--- src/gl_trav_pkg.sv ---
`timescale 1ns / 1ps

package gl_trav_pkg;

    // fixed field widths
    localparam int ID_W    = 16;
    localparam int COORD_W = 15;
    localparam int CFG_W   = 6;
    localparam int COL_W   = 5;
    localparam int IDX_W   = 10;

    // configuration port
    localparam int CFG_IDX_W = 1;
    localparam logic [CFG_IDX_W-1:0] REG_GRID_COLUMNS = 1'd0;
    localparam logic [CFG_IDX_W-1:0] REG_GRID_ROWS    = 1'd1;
    localparam logic [CFG_W-1:0]     GRID_SIZE_RESET  = 6'd32;

    // result run limit
    localparam int RESULT_CAP = 63;
    localparam int CNT_W      = $clog2(RESULT_CAP);

    // parameter defaults
    localparam int CELL_SHIFT_DEF    = 6;
    localparam int FRAC_BITS_DEF     = 4;
    localparam int MAX_GRID_SIDE_DEF = 32;

    typedef enum logic [1:0] {
        ST_IDLE,
        ST_SETUP,
        ST_INIT,
        ST_RUN
    } gl_state_t;

    typedef struct packed {
        logic load;
        logic setup;
        logic init;
        logic step;
    } gl_cmd_t;

    typedef struct packed {
        logic out_free;
        logic last;
    } gl_status_t;

endpackage

--- src/gl_trav_ctrl.sv ---
`timescale 1ns / 1ps

module gl_trav_ctrl (
    input  logic                   aclk,
    input  logic                   aresetn,
    input  logic                   s_valid,
    output logic                   s_ready,
    input  gl_trav_pkg::gl_status_t status,
    output gl_trav_pkg::gl_cmd_t    cmd
);

    gl_trav_pkg::gl_state_t state_reg;
    gl_trav_pkg::gl_state_t state_next;

    always_ff @(posedge aclk) begin
        if (!aresetn) begin
            state_reg <= gl_trav_pkg::ST_IDLE;
        end else begin
            state_reg <= state_next;
        end
    end

    always_comb begin
        state_next = state_reg;
        cmd        = '0;
        s_ready    = 1'b0;
        unique case (state_reg)
            gl_trav_pkg::ST_IDLE: begin
                s_ready = 1'b1;
                if (s_valid) begin
                    cmd.load   = 1'b1;
                    state_next = gl_trav_pkg::ST_SETUP;
                end
            end
            gl_trav_pkg::ST_SETUP: begin
                cmd.setup  = 1'b1;
                state_next = gl_trav_pkg::ST_INIT;
            end
            gl_trav_pkg::ST_INIT: begin
                cmd.init   = 1'b1;
                state_next = gl_trav_pkg::ST_RUN;
            end
            gl_trav_pkg::ST_RUN: begin
                if (status.out_free) begin
                    cmd.step = 1'b1;
                    if (status.last) begin
                        state_next = gl_trav_pkg::ST_IDLE;
                    end
                end
            end
            default: begin
                state_next = gl_trav_pkg::ST_IDLE;
            end
        endcase
    end

    a_load_then_setup: assert property (@(posedge aclk) disable iff (!aresetn)
        cmd.load |=> cmd.setup)
        else $error("setup did not follow a load");

    a_setup_then_init: assert property (@(posedge aclk) disable iff (!aresetn)
        cmd.setup |=> cmd.init)
        else $error("init did not follow setup");

endmodule

--- src/gl_trav_dpath.sv ---
`timescale 1ns / 1ps

module gl_trav_dpath #(
    parameter int CELL_SHIFT    = gl_trav_pkg::CELL_SHIFT_DEF,
    parameter int FRAC_BITS     = gl_trav_pkg::FRAC_BITS_DEF,
    parameter int MAX_GRID_SIDE = gl_trav_pkg::MAX_GRID_SIDE_DEF
) (
    input  logic                                aclk,
    input  logic                                aresetn,
    input  logic                                cfg_wr_en,
    input  logic [gl_trav_pkg::CFG_IDX_W-1:0]   cfg_index,
    input  logic [gl_trav_pkg::CFG_W-1:0]       cfg_wdata,
    input  logic [gl_trav_pkg::ID_W-1:0]        s_line_id,
    input  logic [gl_trav_pkg::COORD_W-1:0]     s_start_x,
    input  logic [gl_trav_pkg::COORD_W-1:0]     s_start_y,
    input  logic [gl_trav_pkg::COORD_W-1:0]     s_end_x,
    input  logic [gl_trav_pkg::COORD_W-1:0]     s_end_y,
    input  gl_trav_pkg::gl_cmd_t                cmd,
    output gl_trav_pkg::gl_status_t             status,
    output logic                                m_valid,
    input  logic                                m_ready,
    output logic [gl_trav_pkg::ID_W-1:0]        m_line_tag,
    output logic [gl_trav_pkg::COL_W-1:0]       m_cell_column,
    output logic [gl_trav_pkg::COL_W-1:0]       m_cell_row,
    output logic [gl_trav_pkg::IDX_W-1:0]       m_cell_index,
    output logic                                m_out_of_grid,
    output logic                                m_last_cell
);

    localparam int COORD_W   = gl_trav_pkg::COORD_W;
    localparam int CFG_W     = gl_trav_pkg::CFG_W;
    localparam int COL_W     = gl_trav_pkg::COL_W;
    localparam int IDX_W     = gl_trav_pkg::IDX_W;
    localparam int CNT_W     = gl_trav_pkg::CNT_W;
    localparam int POS_SHIFT = FRAC_BITS + CELL_SHIFT;
    localparam int CELL_W    = (POS_SHIFT >= COORD_W) ? 1 : COORD_W - POS_SHIFT;
    localparam int XY_W      = CELL_W + 1;
    localparam int N_W       = CELL_W + 1;
    localparam int EXT_W     = COORD_W + POS_SHIFT + 1;
    localparam int DIST_W    = POS_SHIFT + 1;
    localparam int PROD_W    = DIST_W + COORD_W;
    localparam int ERR_W     = POS_SHIFT + COORD_W + 3;
    localparam int WIDE_W    = (CELL_W + 7 > IDX_W) ? CELL_W + 7 : IDX_W;
    localparam int COLX_W    = (XY_W > COL_W) ? XY_W : COL_W;
    localparam logic [DIST_W-1:0] UNIT = (DIST_W)'(1) << POS_SHIFT;
    localparam logic [CFG_W-1:0]  SIDE_MAX = CFG_W'(MAX_GRID_SIDE);
    localparam logic [CNT_W-1:0]  CNT_LAST = CNT_W'(gl_trav_pkg::RESULT_CAP - 1);

    // configuration
    logic [CFG_W-1:0] cols_reg;
    logic [CFG_W-1:0] rows_reg;
    logic [CFG_W-1:0] eff_cols;
    logic [CFG_W-1:0] eff_rows;

    always_ff @(posedge aclk) begin
        if (!aresetn) begin
            cols_reg <= gl_trav_pkg::GRID_SIZE_RESET;
            rows_reg <= gl_trav_pkg::GRID_SIZE_RESET;
        end else if (cfg_wr_en) begin
            unique case (cfg_index)
                gl_trav_pkg::REG_GRID_COLUMNS: cols_reg <= cfg_wdata;
                gl_trav_pkg::REG_GRID_ROWS:    rows_reg <= cfg_wdata;
                default: ;
            endcase
        end
    end

    assign eff_cols = (cols_reg > SIDE_MAX) ? SIDE_MAX : cols_reg;
    assign eff_rows = (rows_reg > SIDE_MAX) ? SIDE_MAX : rows_reg;

    // captured segment
    logic [gl_trav_pkg::ID_W-1:0] tag_reg;
    logic [COORD_W-1:0]           ax_reg, ay_reg, bx_reg, by_reg;

    always_ff @(posedge aclk) begin
        if (cmd.load) begin
            tag_reg <= s_line_id;
            ax_reg  <= s_start_x;
            ay_reg  <= s_start_y;
            bx_reg  <= s_end_x;
            by_reg  <= s_end_y;
        end
    end

    // setup: cells, deltas, distances to the first crossing, products
    logic [EXT_W-1:0]   ax_ext, ay_ext, bx_ext, by_ext;
    logic [EXT_W-1:0]   ax_cell_full, ay_cell_full, bx_cell_full, by_cell_full;
    logic [EXT_W-1:0]   ax_frac_full, ay_frac_full;
    logic [CELL_W-1:0]  ax_cell, ay_cell, bx_cell, by_cell;
    logic [DIST_W-1:0]  ax_frac, ay_frac, dist_x, dist_y;
    logic               xpos, ypos;
    logic [COORD_W-1:0] dx, dy;
    logic [CELL_W-1:0]  span_x, span_y;

    always_comb begin
        ax_ext       = EXT_W'(ax_reg);
        ay_ext       = EXT_W'(ay_reg);
        bx_ext       = EXT_W'(bx_reg);
        by_ext       = EXT_W'(by_reg);
        ax_cell_full = ax_ext >> POS_SHIFT;
        ay_cell_full = ay_ext >> POS_SHIFT;
        bx_cell_full = bx_ext >> POS_SHIFT;
        by_cell_full = by_ext >> POS_SHIFT;
        ax_frac_full = ax_ext - (ax_cell_full << POS_SHIFT);
        ay_frac_full = ay_ext - (ay_cell_full << POS_SHIFT);
        ax_cell      = ax_cell_full[CELL_W-1:0];
        ay_cell      = ay_cell_full[CELL_W-1:0];
        bx_cell      = bx_cell_full[CELL_W-1:0];
        by_cell      = by_cell_full[CELL_W-1:0];
        ax_frac      = ax_frac_full[DIST_W-1:0];
        ay_frac      = ay_frac_full[DIST_W-1:0];
        xpos         = bx_reg > ax_reg;
        ypos         = by_reg > ay_reg;
        dx           = xpos ? bx_reg - ax_reg : ax_reg - bx_reg;
        dy           = ypos ? by_reg - ay_reg : ay_reg - by_reg;
        dist_x       = xpos ? UNIT - ax_frac : ax_frac;
        dist_y       = ypos ? UNIT - ay_frac : ay_frac;
        span_x       = xpos ? bx_cell - ax_cell : ax_cell - bx_cell;
        span_y       = ypos ? by_cell - ay_cell : ay_cell - by_cell;
    end

    logic [XY_W-1:0]    x_reg, x_next, y_reg, y_next;
    logic [COORD_W-1:0] dx_reg, dy_reg;
    logic               xpos_reg, ypos_reg, only_x_reg, only_y_reg;
    logic [PROD_W-1:0]  prodx_reg, prody_reg;
    logic [N_W-1:0]     n_reg, n_next;
    logic [CNT_W-1:0]   cnt_reg, cnt_next;
    logic signed [ERR_W-1:0] err_reg, err_next;

    always_ff @(posedge aclk) begin
        if (cmd.setup) begin
            dx_reg     <= dx;
            dy_reg     <= dy;
            xpos_reg   <= xpos;
            ypos_reg   <= ypos;
            only_x_reg <= (dy == '0);
            only_y_reg <= (dx == '0) && (dy != '0);
            prodx_reg  <= PROD_W'(dist_x) * PROD_W'(dy);
            prody_reg  <= PROD_W'(dist_y) * PROD_W'(dx);
        end
    end

    // stepping unit: one cell per beat
    logic step_y;

    always_comb begin
        step_y   = !only_x_reg && (only_y_reg || (!err_reg[ERR_W-1] && err_reg != '0));
        x_next   = x_reg;
        y_next   = y_reg;
        err_next = err_reg;
        n_next   = n_reg;
        cnt_next = cnt_reg;
        if (cmd.setup) begin
            x_next = XY_W'(ax_cell);
            y_next = XY_W'(ay_cell);
            n_next = N_W'(1) + N_W'(span_x) + N_W'(span_y);
        end else if (cmd.init) begin
            err_next = $signed(ERR_W'(prodx_reg)) - $signed(ERR_W'(prody_reg));
            cnt_next = '0;
        end else if (cmd.step) begin
            if (step_y) begin
                y_next   = ypos_reg ? y_reg + 1'b1 : y_reg - 1'b1;
                err_next = err_reg - $signed(ERR_W'(dx_reg) << POS_SHIFT);
            end else begin
                x_next   = xpos_reg ? x_reg + 1'b1 : x_reg - 1'b1;
                err_next = err_reg + $signed(ERR_W'(dy_reg) << POS_SHIFT);
            end
            n_next   = n_reg - 1'b1;
            cnt_next = cnt_reg + 1'b1;
        end
    end

    always_ff @(posedge aclk) begin
        x_reg   <= x_next;
        y_reg   <= y_next;
        err_reg <= err_next;
        n_reg   <= n_next;
        cnt_reg <= cnt_next;
    end

    // result for the current cell
    logic [WIDE_W-1:0] x_wide, y_wide, idx_wide;
    logic [COLX_W-1:0] x_colx, y_colx;
    logic              oog, is_last;

    always_comb begin
        x_wide   = WIDE_W'(x_reg);
        y_wide   = WIDE_W'(y_reg);
        x_colx   = COLX_W'(x_reg);
        y_colx   = COLX_W'(y_reg);
        // a run ending on a cell edge while moving left can reach column -1
        oog      = x_reg[XY_W-1] || y_reg[XY_W-1] ||
                   (x_wide >= WIDE_W'(eff_cols)) || (y_wide >= WIDE_W'(eff_rows));
        idx_wide = y_wide * WIDE_W'(eff_cols) + x_wide;
        is_last  = (n_reg == N_W'(1)) || (cnt_reg == CNT_LAST);
    end

    // output register
    logic                         m_valid_reg, m_valid_next;
    logic [gl_trav_pkg::ID_W-1:0] tag_out_reg;
    logic [COL_W-1:0]             col_out_reg, row_out_reg;
    logic [IDX_W-1:0]             idx_out_reg;
    logic                         oog_out_reg, last_out_reg;

    assign status.out_free = !m_valid_reg || m_ready;
    assign status.last     = is_last;

    always_comb begin
        m_valid_next = m_valid_reg;
        if (cmd.step) begin
            m_valid_next = 1'b1;
        end else if (m_ready) begin
            m_valid_next = 1'b0;
        end
    end

    always_ff @(posedge aclk) begin
        if (!aresetn) begin
            m_valid_reg <= 1'b0;
        end else begin
            m_valid_reg <= m_valid_next;
        end
    end

    always_ff @(posedge aclk) begin
        if (cmd.step) begin
            tag_out_reg  <= tag_reg;
            col_out_reg  <= x_colx[COL_W-1:0];
            row_out_reg  <= y_colx[COL_W-1:0];
            idx_out_reg  <= oog ? '0 : idx_wide[IDX_W-1:0];
            oog_out_reg  <= oog;
            last_out_reg <= is_last;
        end
    end

    assign m_valid       = m_valid_reg;
    assign m_line_tag    = tag_out_reg;
    assign m_cell_column = col_out_reg;
    assign m_cell_row    = row_out_reg;
    assign m_cell_index  = idx_out_reg;
    assign m_out_of_grid = oog_out_reg;
    assign m_last_cell   = last_out_reg;

    a_step_slot_free: assert property (@(posedge aclk) disable iff (!aresetn)
        cmd.step |-> (!m_valid_reg || m_ready))
        else $error("cell stepped while output beat still waiting");

    a_step_has_cells: assert property (@(posedge aclk) disable iff (!aresetn)
        cmd.step |-> (n_reg != '0))
        else $error("cell stepped past end of run");

endmodule

--- src/grid_line_cell_traversal.sv ---
`timescale 1ns / 1ps

// Walks one line segment (unsigned Q11.4 endpoints) across a square cell grid
// and sends out every cell it touches, start cell first, one beat per cell,
// with last_cell set on the final beat. A segment passes through capture,
// cell/delta/product setup and error init, then visits its cells (at most 63)
// in the single error-stepping unit, stalling while an output beat waits. The
// next segment is taken as soon as the final cell is in the output
// register. grid_columns and grid_rows (cfg index 0 and 1) may only be written
// while idle; values above MAX_GRID_SIDE saturate, and cells outside the grid
// come out with out_of_grid set and cell_index zero.
module grid_line_cell_traversal #(
    parameter int CELL_SHIFT    = gl_trav_pkg::CELL_SHIFT_DEF,
    parameter int FRAC_BITS     = gl_trav_pkg::FRAC_BITS_DEF,
    parameter int MAX_GRID_SIDE = gl_trav_pkg::MAX_GRID_SIDE_DEF
) (
    input  logic                              aclk,
    input  logic                              aresetn,
    input  logic                              cfg_wr_en,
    input  logic [gl_trav_pkg::CFG_IDX_W-1:0] cfg_index,
    input  logic [gl_trav_pkg::CFG_W-1:0]     cfg_wdata,
    input  logic                              s_valid,
    output logic                              s_ready,
    input  logic [gl_trav_pkg::ID_W-1:0]      s_line_id,
    input  logic [gl_trav_pkg::COORD_W-1:0]   s_start_x,
    input  logic [gl_trav_pkg::COORD_W-1:0]   s_start_y,
    input  logic [gl_trav_pkg::COORD_W-1:0]   s_end_x,
    input  logic [gl_trav_pkg::COORD_W-1:0]   s_end_y,
    output logic                              m_valid,
    input  logic                              m_ready,
    output logic [gl_trav_pkg::ID_W-1:0]      m_line_tag,
    output logic [gl_trav_pkg::COL_W-1:0]     m_cell_column,
    output logic [gl_trav_pkg::COL_W-1:0]     m_cell_row,
    output logic [gl_trav_pkg::IDX_W-1:0]     m_cell_index,
    output logic                              m_out_of_grid,
    output logic                              m_last_cell
);

    gl_trav_pkg::gl_cmd_t    cmd;
    gl_trav_pkg::gl_status_t status;

    gl_trav_ctrl u_ctrl (
        .aclk    (aclk),
        .aresetn (aresetn),
        .s_valid (s_valid),
        .s_ready (s_ready),
        .status  (status),
        .cmd     (cmd)
    );

    gl_trav_dpath #(
        .CELL_SHIFT    (CELL_SHIFT),
        .FRAC_BITS     (FRAC_BITS),
        .MAX_GRID_SIDE (MAX_GRID_SIDE)
    ) u_dpath (
        .aclk          (aclk),
        .aresetn       (aresetn),
        .cfg_wr_en     (cfg_wr_en),
        .cfg_index     (cfg_index),
        .cfg_wdata     (cfg_wdata),
        .s_line_id     (s_line_id),
        .s_start_x     (s_start_x),
        .s_start_y     (s_start_y),
        .s_end_x       (s_end_x),
        .s_end_y       (s_end_y),
        .cmd           (cmd),
        .status        (status),
        .m_valid       (m_valid),
        .m_ready       (m_ready),
        .m_line_tag    (m_line_tag),
        .m_cell_column (m_cell_column),
        .m_cell_row    (m_cell_row),
        .m_cell_index  (m_cell_index),
        .m_out_of_grid (m_out_of_grid),
        .m_last_cell   (m_last_cell)
    );

endmodule
--- config.mk ---
export PLATFORM = sky130hd
export DESIGN_NAME = grid_line_cell_traversal
export DESIGN_NICKNAME = d
export VERILOG_FILES = /design/src/gl_trav_pkg.sv /design/src/gl_trav_ctrl.sv /design/src/gl_trav_dpath.sv /design/src/grid_line_cell_traversal.sv
export SDC_FILE = /design/constraint.sdc
export NUM_CORES = 1
export LEC_CHECK = 0
export BUFFER_PORTS_ARGS = -buffer_cell sky130_fd_sc_hd__buf_2
export CAP_MARGIN = 20
export CORE_MARGIN = 2
export CORE_UTILIZATION = 50
export CTS_BUF_LIST = sky130_fd_sc_hd__clkbuf_4 sky130_fd_sc_hd__clkbuf_8 sky130_fd_sc_hd__clkbuf_16
export CTS_CLUSTER_DIAMETER = 80
export CTS_CLUSTER_SIZE = 24
export DETAILED_ROUTE_END_ITERATION = 8
export PLACE_DENSITY = 0.73
export SETUP_SLACK_MARGIN = 0.4
export SYNTH_ARGS = -nofsm -noshare
export SYNTH_HDL_FRONTEND = slang
export SYNTH_SLANG_ARGS = --single-unit
--- constraint.sdc ---
create_clock -name aclk -period 12.8 [get_ports aclk]
set_input_delay 0.64 -clock aclk [delete_from_list [all_inputs] [get_ports aclk]]
set_output_delay 0.64 -clock aclk [all_outputs]
set_load 0.02 [all_outputs]
==> results_dict.tcl, run 1 <==
set metrics [dict create \
    crit_start "u_dpath.ax_reg[0]" \
    crit-reg2reg-launch "u_dpath.ax_reg[0]" \
    netlist_instances 2886 \
    crit_fanout 14 \
    status "finished clean" \
    grt_usage_pct 25.4 \
    antenna_found_initial 0 \
    synth_seq_cells 267 \
    core_sq_um 55200 \
    fill_cells 4757 \
    worstPathArrival_ns 9.64 \
    use_met1_pct 34.5 \
    yosys_warnings 0 \
    grt_pass1_vias 21600 \
    die_height_um 240 \
    final_core_util_pct 54.9 \
    timing.setup.tns_ns 0 \
    rows 86 \
    rsz0062_at_grt "no" \
    cts_sinks 267 \
    drt_first_pass_iters 7 \
    io_pins 128 \
    synth.distinct_cells 94 \
    setup_violations 0 \
    clk_path_buf_depth 3 \
    setup.worst_path.start_class "flop" \
    synth_flop_cell "edfxtp_1" \
    grt_util_met3_pct 3.50 \
    cp-end-kind "flop" \
    syn_avg_cell_area_sq_um 9.68 \
    htree_num_levels 1 \
    clkLatencyLatePin_ns 0.58 \
    maxSlewHeadroom_pct 21.5 \
    gr-usage-met2_pct 42.2 \
    largest_reg_flops 28 \
    wirelength_um 73100 \
    grt_max_degree 81 \
    clk_pin_slew_ns 0.09 \
    via_per_inst 5.66 \
    fin_crit_sh_pct 72.6 \
    overflow 0 \
    root_buffer "clkbuf_16" \
    tightest_slew_ns 1.18 \
    gr-max-usage-layer "met2" \
    min_from "s_end_x[1]" \
    initial_core_util_pct 50.6 \
    synth_edf_count 250 \
    cp.required_ns 13.14 \
    syn_nets 3530 \
    vias 21200 \
    ant_nets 0 \
    skew_ns 0.0458 \
    area_delta_synth_final_pct 8.39 \
    async_flop_share_pct 0 \
    fin_crit_ns 9.30 \
    nNetsFinal 3628 \
    grt_first_pass_wirelength_um 115000 \
    tritoncts "built" \
    synthesis.area_sq_um 27900 \
    die_width_um 240 \
    die_area_sq_um 57800 \
    slew_violations 0 \
    hpwlAfterDp_um 58300 \
    drive_gt1_share_pct 9.03 \
    cts_hold_buf 0 \
    hold_class "input pin to flop" \
    drc_errors 0 \
    cts_buffers 23 \
    gp_routability_congestion 0.965 \
    fmax_mhz 108 \
    max_cap_viol_count 0 \
    crit_type "flop to flop" \
    n_antenna_cell 0 \
    hold_viol 0 \
    io_buffers 127 \
    post_cts_buffers 0 \
    cts_resized 0 \
    ys_seq_area_share_pct 28.1 \
    first_iter_violations 1860 \
    routedWlPerCell_um 19.5 \
]
-- cells in the mapped netlist, drive strengths merged, types with 20 or more instances --
cell / count / area (sq um)
o21ai: 75 / 375
mux2i: 31 / 310
clkbuf: 43 / 161
inv: 474 / 1780
nand2: 281 / 1060
buf: 49 / 273
ha: 292 / 3650
nor2: 205 / 772
edfxtp: 250 / 7510
and3: 20 / 130
nand3: 46 / 235
a21oi: 128 / 648
fa: 264 / 5290
nor2b: 45 / 282
xnor2: 111 / 980
and2: 108 / 678
xor2: 49 / 437
a21o: 58 / 435
nor3: 42 / 226
a211oi: 22 / 188
-- worst paths after layout --
path | endpoint | slack (ns) | cells after the start
worst max-delay path | u_dpath.prody_reg[24] | 3.50 | 27
worst min-delay path | u_dpath.bx_reg[1] | 0.24 | 1
worst max register to register | u_dpath.prody_reg[24] | 3.50 | 27
worst min register to register | u_dpath.m_line_tag[1] | 0.43 | 0
-- per-layer routing --
metal | share of wire [%] | up-vias
li1 | - | 9753
met1 | 42 | 10500
met2 | 48 | 831
met3 | 7.0 | 157
met4 | 3.2 | 0
met5 | 0 | -
-- worst max-delay path, cell delays in order (launching register included) --
cell and delay, ns:
edfxtp_1 0.66, inv_1 0.29, ha_1 0.61, nand4_1 0.15, or3_1 0.36, o22ai_1 0.90, nor4_1 0.10, a211o_1 0.46
inv_1 0.27, nand2_1 0.13, fa_1 0.58, fa_1 0.45, fa_1 0.56, inv_1 0.05, fa_1 0.47, inv_1 0.05
fa_1 0.47, inv_1 0.04, ha_1 0.21, or3_1 0.39, or2_2 0.31, or2_1 0.24, a311o_1 0.30, a31oi_1 0.30
a21oi_1 0.18, a211o_1 0.30, a21oi_1 0.18, xnor2_1 0.09
-- per-stage QoR --
stage	cell area [sq um]	worst slack, ns	hold WS, ns	cells
floorplan	27900	4.90	0.400	2886
global placement	29400	3.69	0.400	3706
detailed placement	29400	3.31	0.405	3706
CTS	30300	3.26	0.214	3747
global route	30300	3.12	0.221	3748
finish	30300	3.50	0.237	3748
-- cell usage in the layout, fill, tap and decap left out, types with 10 or more instances in the layout --
cell       count
a211oi_1      19
a21oi_1      125
dfxtp_1       17
inv_1        469
nand4_1       10
or3_1         15
o31ai_1       16
buf_4         38
and3_1        19
xor2_1        48
nor2_1       203
a21boi_0      12
o211ai_1      12
and2_1       105
o21a_1        19
nor4_1        17
o21bai_1      15
ha_1         290
fa_1         264
nand2_1      280
nand2b_1      19
nor2b_1       45
a21o_1        58
nor3_1        40
nand3_1       45
clkbuf_16     23
buf_2        127
o21ai_0       74
mux2i_1       30
edfxtp_1     250
xnor2_1      105
-- cell type report --
cell class | instances | area, sq um | share of cell area, %
Sequential cell | 267 | 7850 | 25.9
Clock inverter | 17 | 273 | 0.900
Multi-Input combinational cell | 2052 | 17900 | 59.2
Clock buffer | 24 | 583 | 1.92
Timing Repair Buffer | 165 | 921 | 3.04
Tap cell | 748 | 936 | 3.09
Inverter | 475 | 1790 | 5.89
-- cells by family (layout without fill, tap and decap cells) --
family | count (synthesis) | count (layout) | share of synthesized area, %
AO/OA/AOI/OAI | 443 | 443 | 10.7
XOR/XNOR | 160 | 160 | 5.07
adder cells (fa/ha/maj) | 556 | 556 | 32.0
buffers and inverters | 567 | 681 | 7.94
flip-flops | 267 | 267 | 28.1
multiplexers | 35 | 35 | 1.27
AND/OR/NAND/NOR | 858 | 858 | 15.0
Power of run 1 is left out: the tool's default activity adds up to more than one toggle a clock period on the data nets, which glitch-free logic cannot reach.
==> run 2, diff against run 1 <==
--- a/config.mk
+++ b/config.mk
@@ -13,7 +13,7 @@
 export CTS_CLUSTER_DIAMETER = 80
 export CTS_CLUSTER_SIZE = 24
 export DETAILED_ROUTE_END_ITERATION = 8
-export PLACE_DENSITY = 0.73
+export PLACE_DENSITY = 0.76
 export SETUP_SLACK_MARGIN = 0.4
 export SYNTH_ARGS = -nofsm -noshare
 export SYNTH_HDL_FRONTEND = slang
==> constraint.sdc (replaced) <==
create_clock -name aclk -period 8.02 [get_ports aclk]
set_input_delay 0.401 -clock aclk [delete_from_list [all_inputs] [get_ports aclk]]
set_output_delay 0.401 -clock aclk [all_outputs]
set_load 0.02 [all_outputs]
==> run 2 against run 1 <==
Count of clock-buffer cells in the layout is 1 lower. Cell area is 7.4% higher. Worst hold slack worse by 0.22 ns. Largest cell class unchanged. Critical path depth is 2 higher. Clock skew is 0.017 ns lower.
==> results_dict.tcl, run 2 (synthesis results as in run 1) <==
set metrics [dict create \
    rr_endpoint "u_dpath.prodx_reg[25]" \
    design_area_sq_um 32500 \
    r2r_cells 29 \
    fin_crit_ns 7.72 \
    area_delta_synth_final_pct 16.4 \
    hold_viol 0 \
    routedWlPerCell_um 18.8 \
    wirelength_um 73900 \
    n_antenna_cell 0 \
    cp-end-kind "flop" \
    via_per_inst 5.47 \
    grt_first_pass_wirelength_um 113000 \
    cp.required_ns 8.34 \
    fill_cells 4462 \
    crit-reg2reg-launch "u_dpath.ay_reg[13]" \
    fmax_mhz 130 \
    crit_type "flop to flop" \
    drt_first_pass_iters 5 \
    min_to "u_dpath.bx_reg[1]" \
    rows 86 \
    hpwlAfterDp_um 57100 \
    slew_violations 0 \
    mostFrequentLayoutCells "inv_1 (458), nand2_1 (277), ha_1 (263)" \
    rsz0062_at_grt "yes" \
    cpMostUsedCell "fa_1" \
    io_pins 128 \
    antenna_found_initial 0 \
    regToRegSetupSlack_ns 0.30 \
    grt_max_degree 77 \
    drive_gt1_share_pct 17.2 \
    final_core_util_pct 58.9 \
    htree_num_levels 1 \
    crit_fanout 7 \
    clk_path_buf_depth 3 \
    cts_sinks 267 \
    io_buffers 127 \
    clkLatencyLatePin_ns 0.57 \
    grt_pass1_vias 21400 \
    largest_reg_flops 28 \
    root_buffer "clkbuf_16" \
    min_path_cells 1 \
    skew_ns 0.0286 \
    setup.worst_path.start_class "flop" \
    grt_usage_pct 25.1 \
    overflow 0 \
    layout_commonest_cell "inv_1" \
    die_width_um 240 \
    clk_pin_slew_ns 0.10 \
    nNetsFinal 3816 \
    min_from "s_end_x[1]" \
    tightest_slew_ns 1.07 \
    initial_core_util_pct 50.6 \
    hold_class "input pin to flop" \
    ant_nets 0 \
    cts_buffers 21 \
    core_sq_um 55200 \
    place_area_sq_um 30300 \
    die_area_sq_um 57800 \
    tritoncts "built" \
    status "finished clean" \
    cpPeakStageDelay_ns 0.54 \
    maxSlewHeadroom_pct 26.5 \
    setup_violations 0 \
    first_iter_violations 1504 \
    gp_routability_congestion 0.980 \
    drc_errors 0 \
    die_height_um 240 \
    cp_slowest_cell "fa_1" \
    vias 21500 \
    max_cap_viol_count 0 \
    fin_crit_sh_pct 96.2 \
    worstPathArrival_ns 8.03 \
]
[run 2: worst max-delay path by stage]
stage	startpoint	to	slack [ns]	depth (start not counted)
after floorplan	u_dpath.ay_reg[4]	u_dpath.prody_reg[24]	0.36	32
after global placement	u_dpath.ay_reg[2]	u_dpath.prody_reg[24]	0.1	29
after detailed placement	u_dpath.ay_reg[6]	u_dpath.prody_reg[24]	-0.1	29
after CTS	u_dpath.ay_reg[2]	u_dpath.prodx_reg[22]	0.41	30
after global routing	u_dpath.ay_reg[9]	u_dpath.prodx_reg[25]	0.06	29
final	u_dpath.ay_reg[13]	u_dpath.prodx_reg[25]	0.30	29
[run 2: cell type report]
cell class / instances / area (sq um) / area share (%)
Clock buffer: 23 / 541 / 1.66
Multi-Input combinational cell: 2052 / 18700 / 57.5
Inverter: 475 / 1790 / 5.50
Sequential cell: 267 / 7850 / 24.1
Tap cell: 748 / 936 / 2.88
Timing Repair Buffer: 355 / 2490 / 7.66
Clock inverter: 13 / 205 / 0.631
[run 2: per-layer routing]
| metal | wire length [um] | track usage, % | vias to the layer above |
|---|---|---|---|
| met2 | 34400 | 41.3 | 850 |
| met4 | 3760 | 11.0 | 0 |
| li1 | - | - | 10100 |
| met1 | 30600 | 32.9 | 10300 |
| met3 | 5120 | 4.05 | 191 |
| met5 | 0 | 0 | - |
[run 2: per-stage QoR]
| step | setup WS (ns) | hold slack (ns) | TNS [ns] | instances |
|---|---|---|---|---|
| after floorplan | 0.364 | 0.400 | 0 | 2886 |
| after global placement | 0.0952 | 0.401 | 0 | 3802 |
| after detailed placement | -0.0998 | 0.405 | -0.115 | 3802 |
| after CTS | 0.406 | 0.000728 | 0 | 3897 |
| after global routing | 0.0639 | 0.00406 | 0 | 3933 |
| final | 0.304 | 0.0151 | 0 | 3933 |
[run 2: worst max-delay path, delay by kind of cell (launching register included)]
kind                       cells  cell delay [ns]
AOI/OAI and AO/OA              6             1.29
xor gates and xnor gates       2             0.36
adders and majority gates      7             3.27
buffers and inverters          8             0.93
DFF                            1             0.45
muxes                          1             0.19
and+or+nand+nor                5             0.96
[run 2: timing repair]
item	in CTS	in global routing
hold endpoints to repair	24	0
gates resized for setup	48	91
pin swaps	19	30
buffers inserted	35	36
hold buffers	24	0
gates cloned	0	0
endpoints found under the setup margin	14	15
Power of run 2 is left out for the same reason.
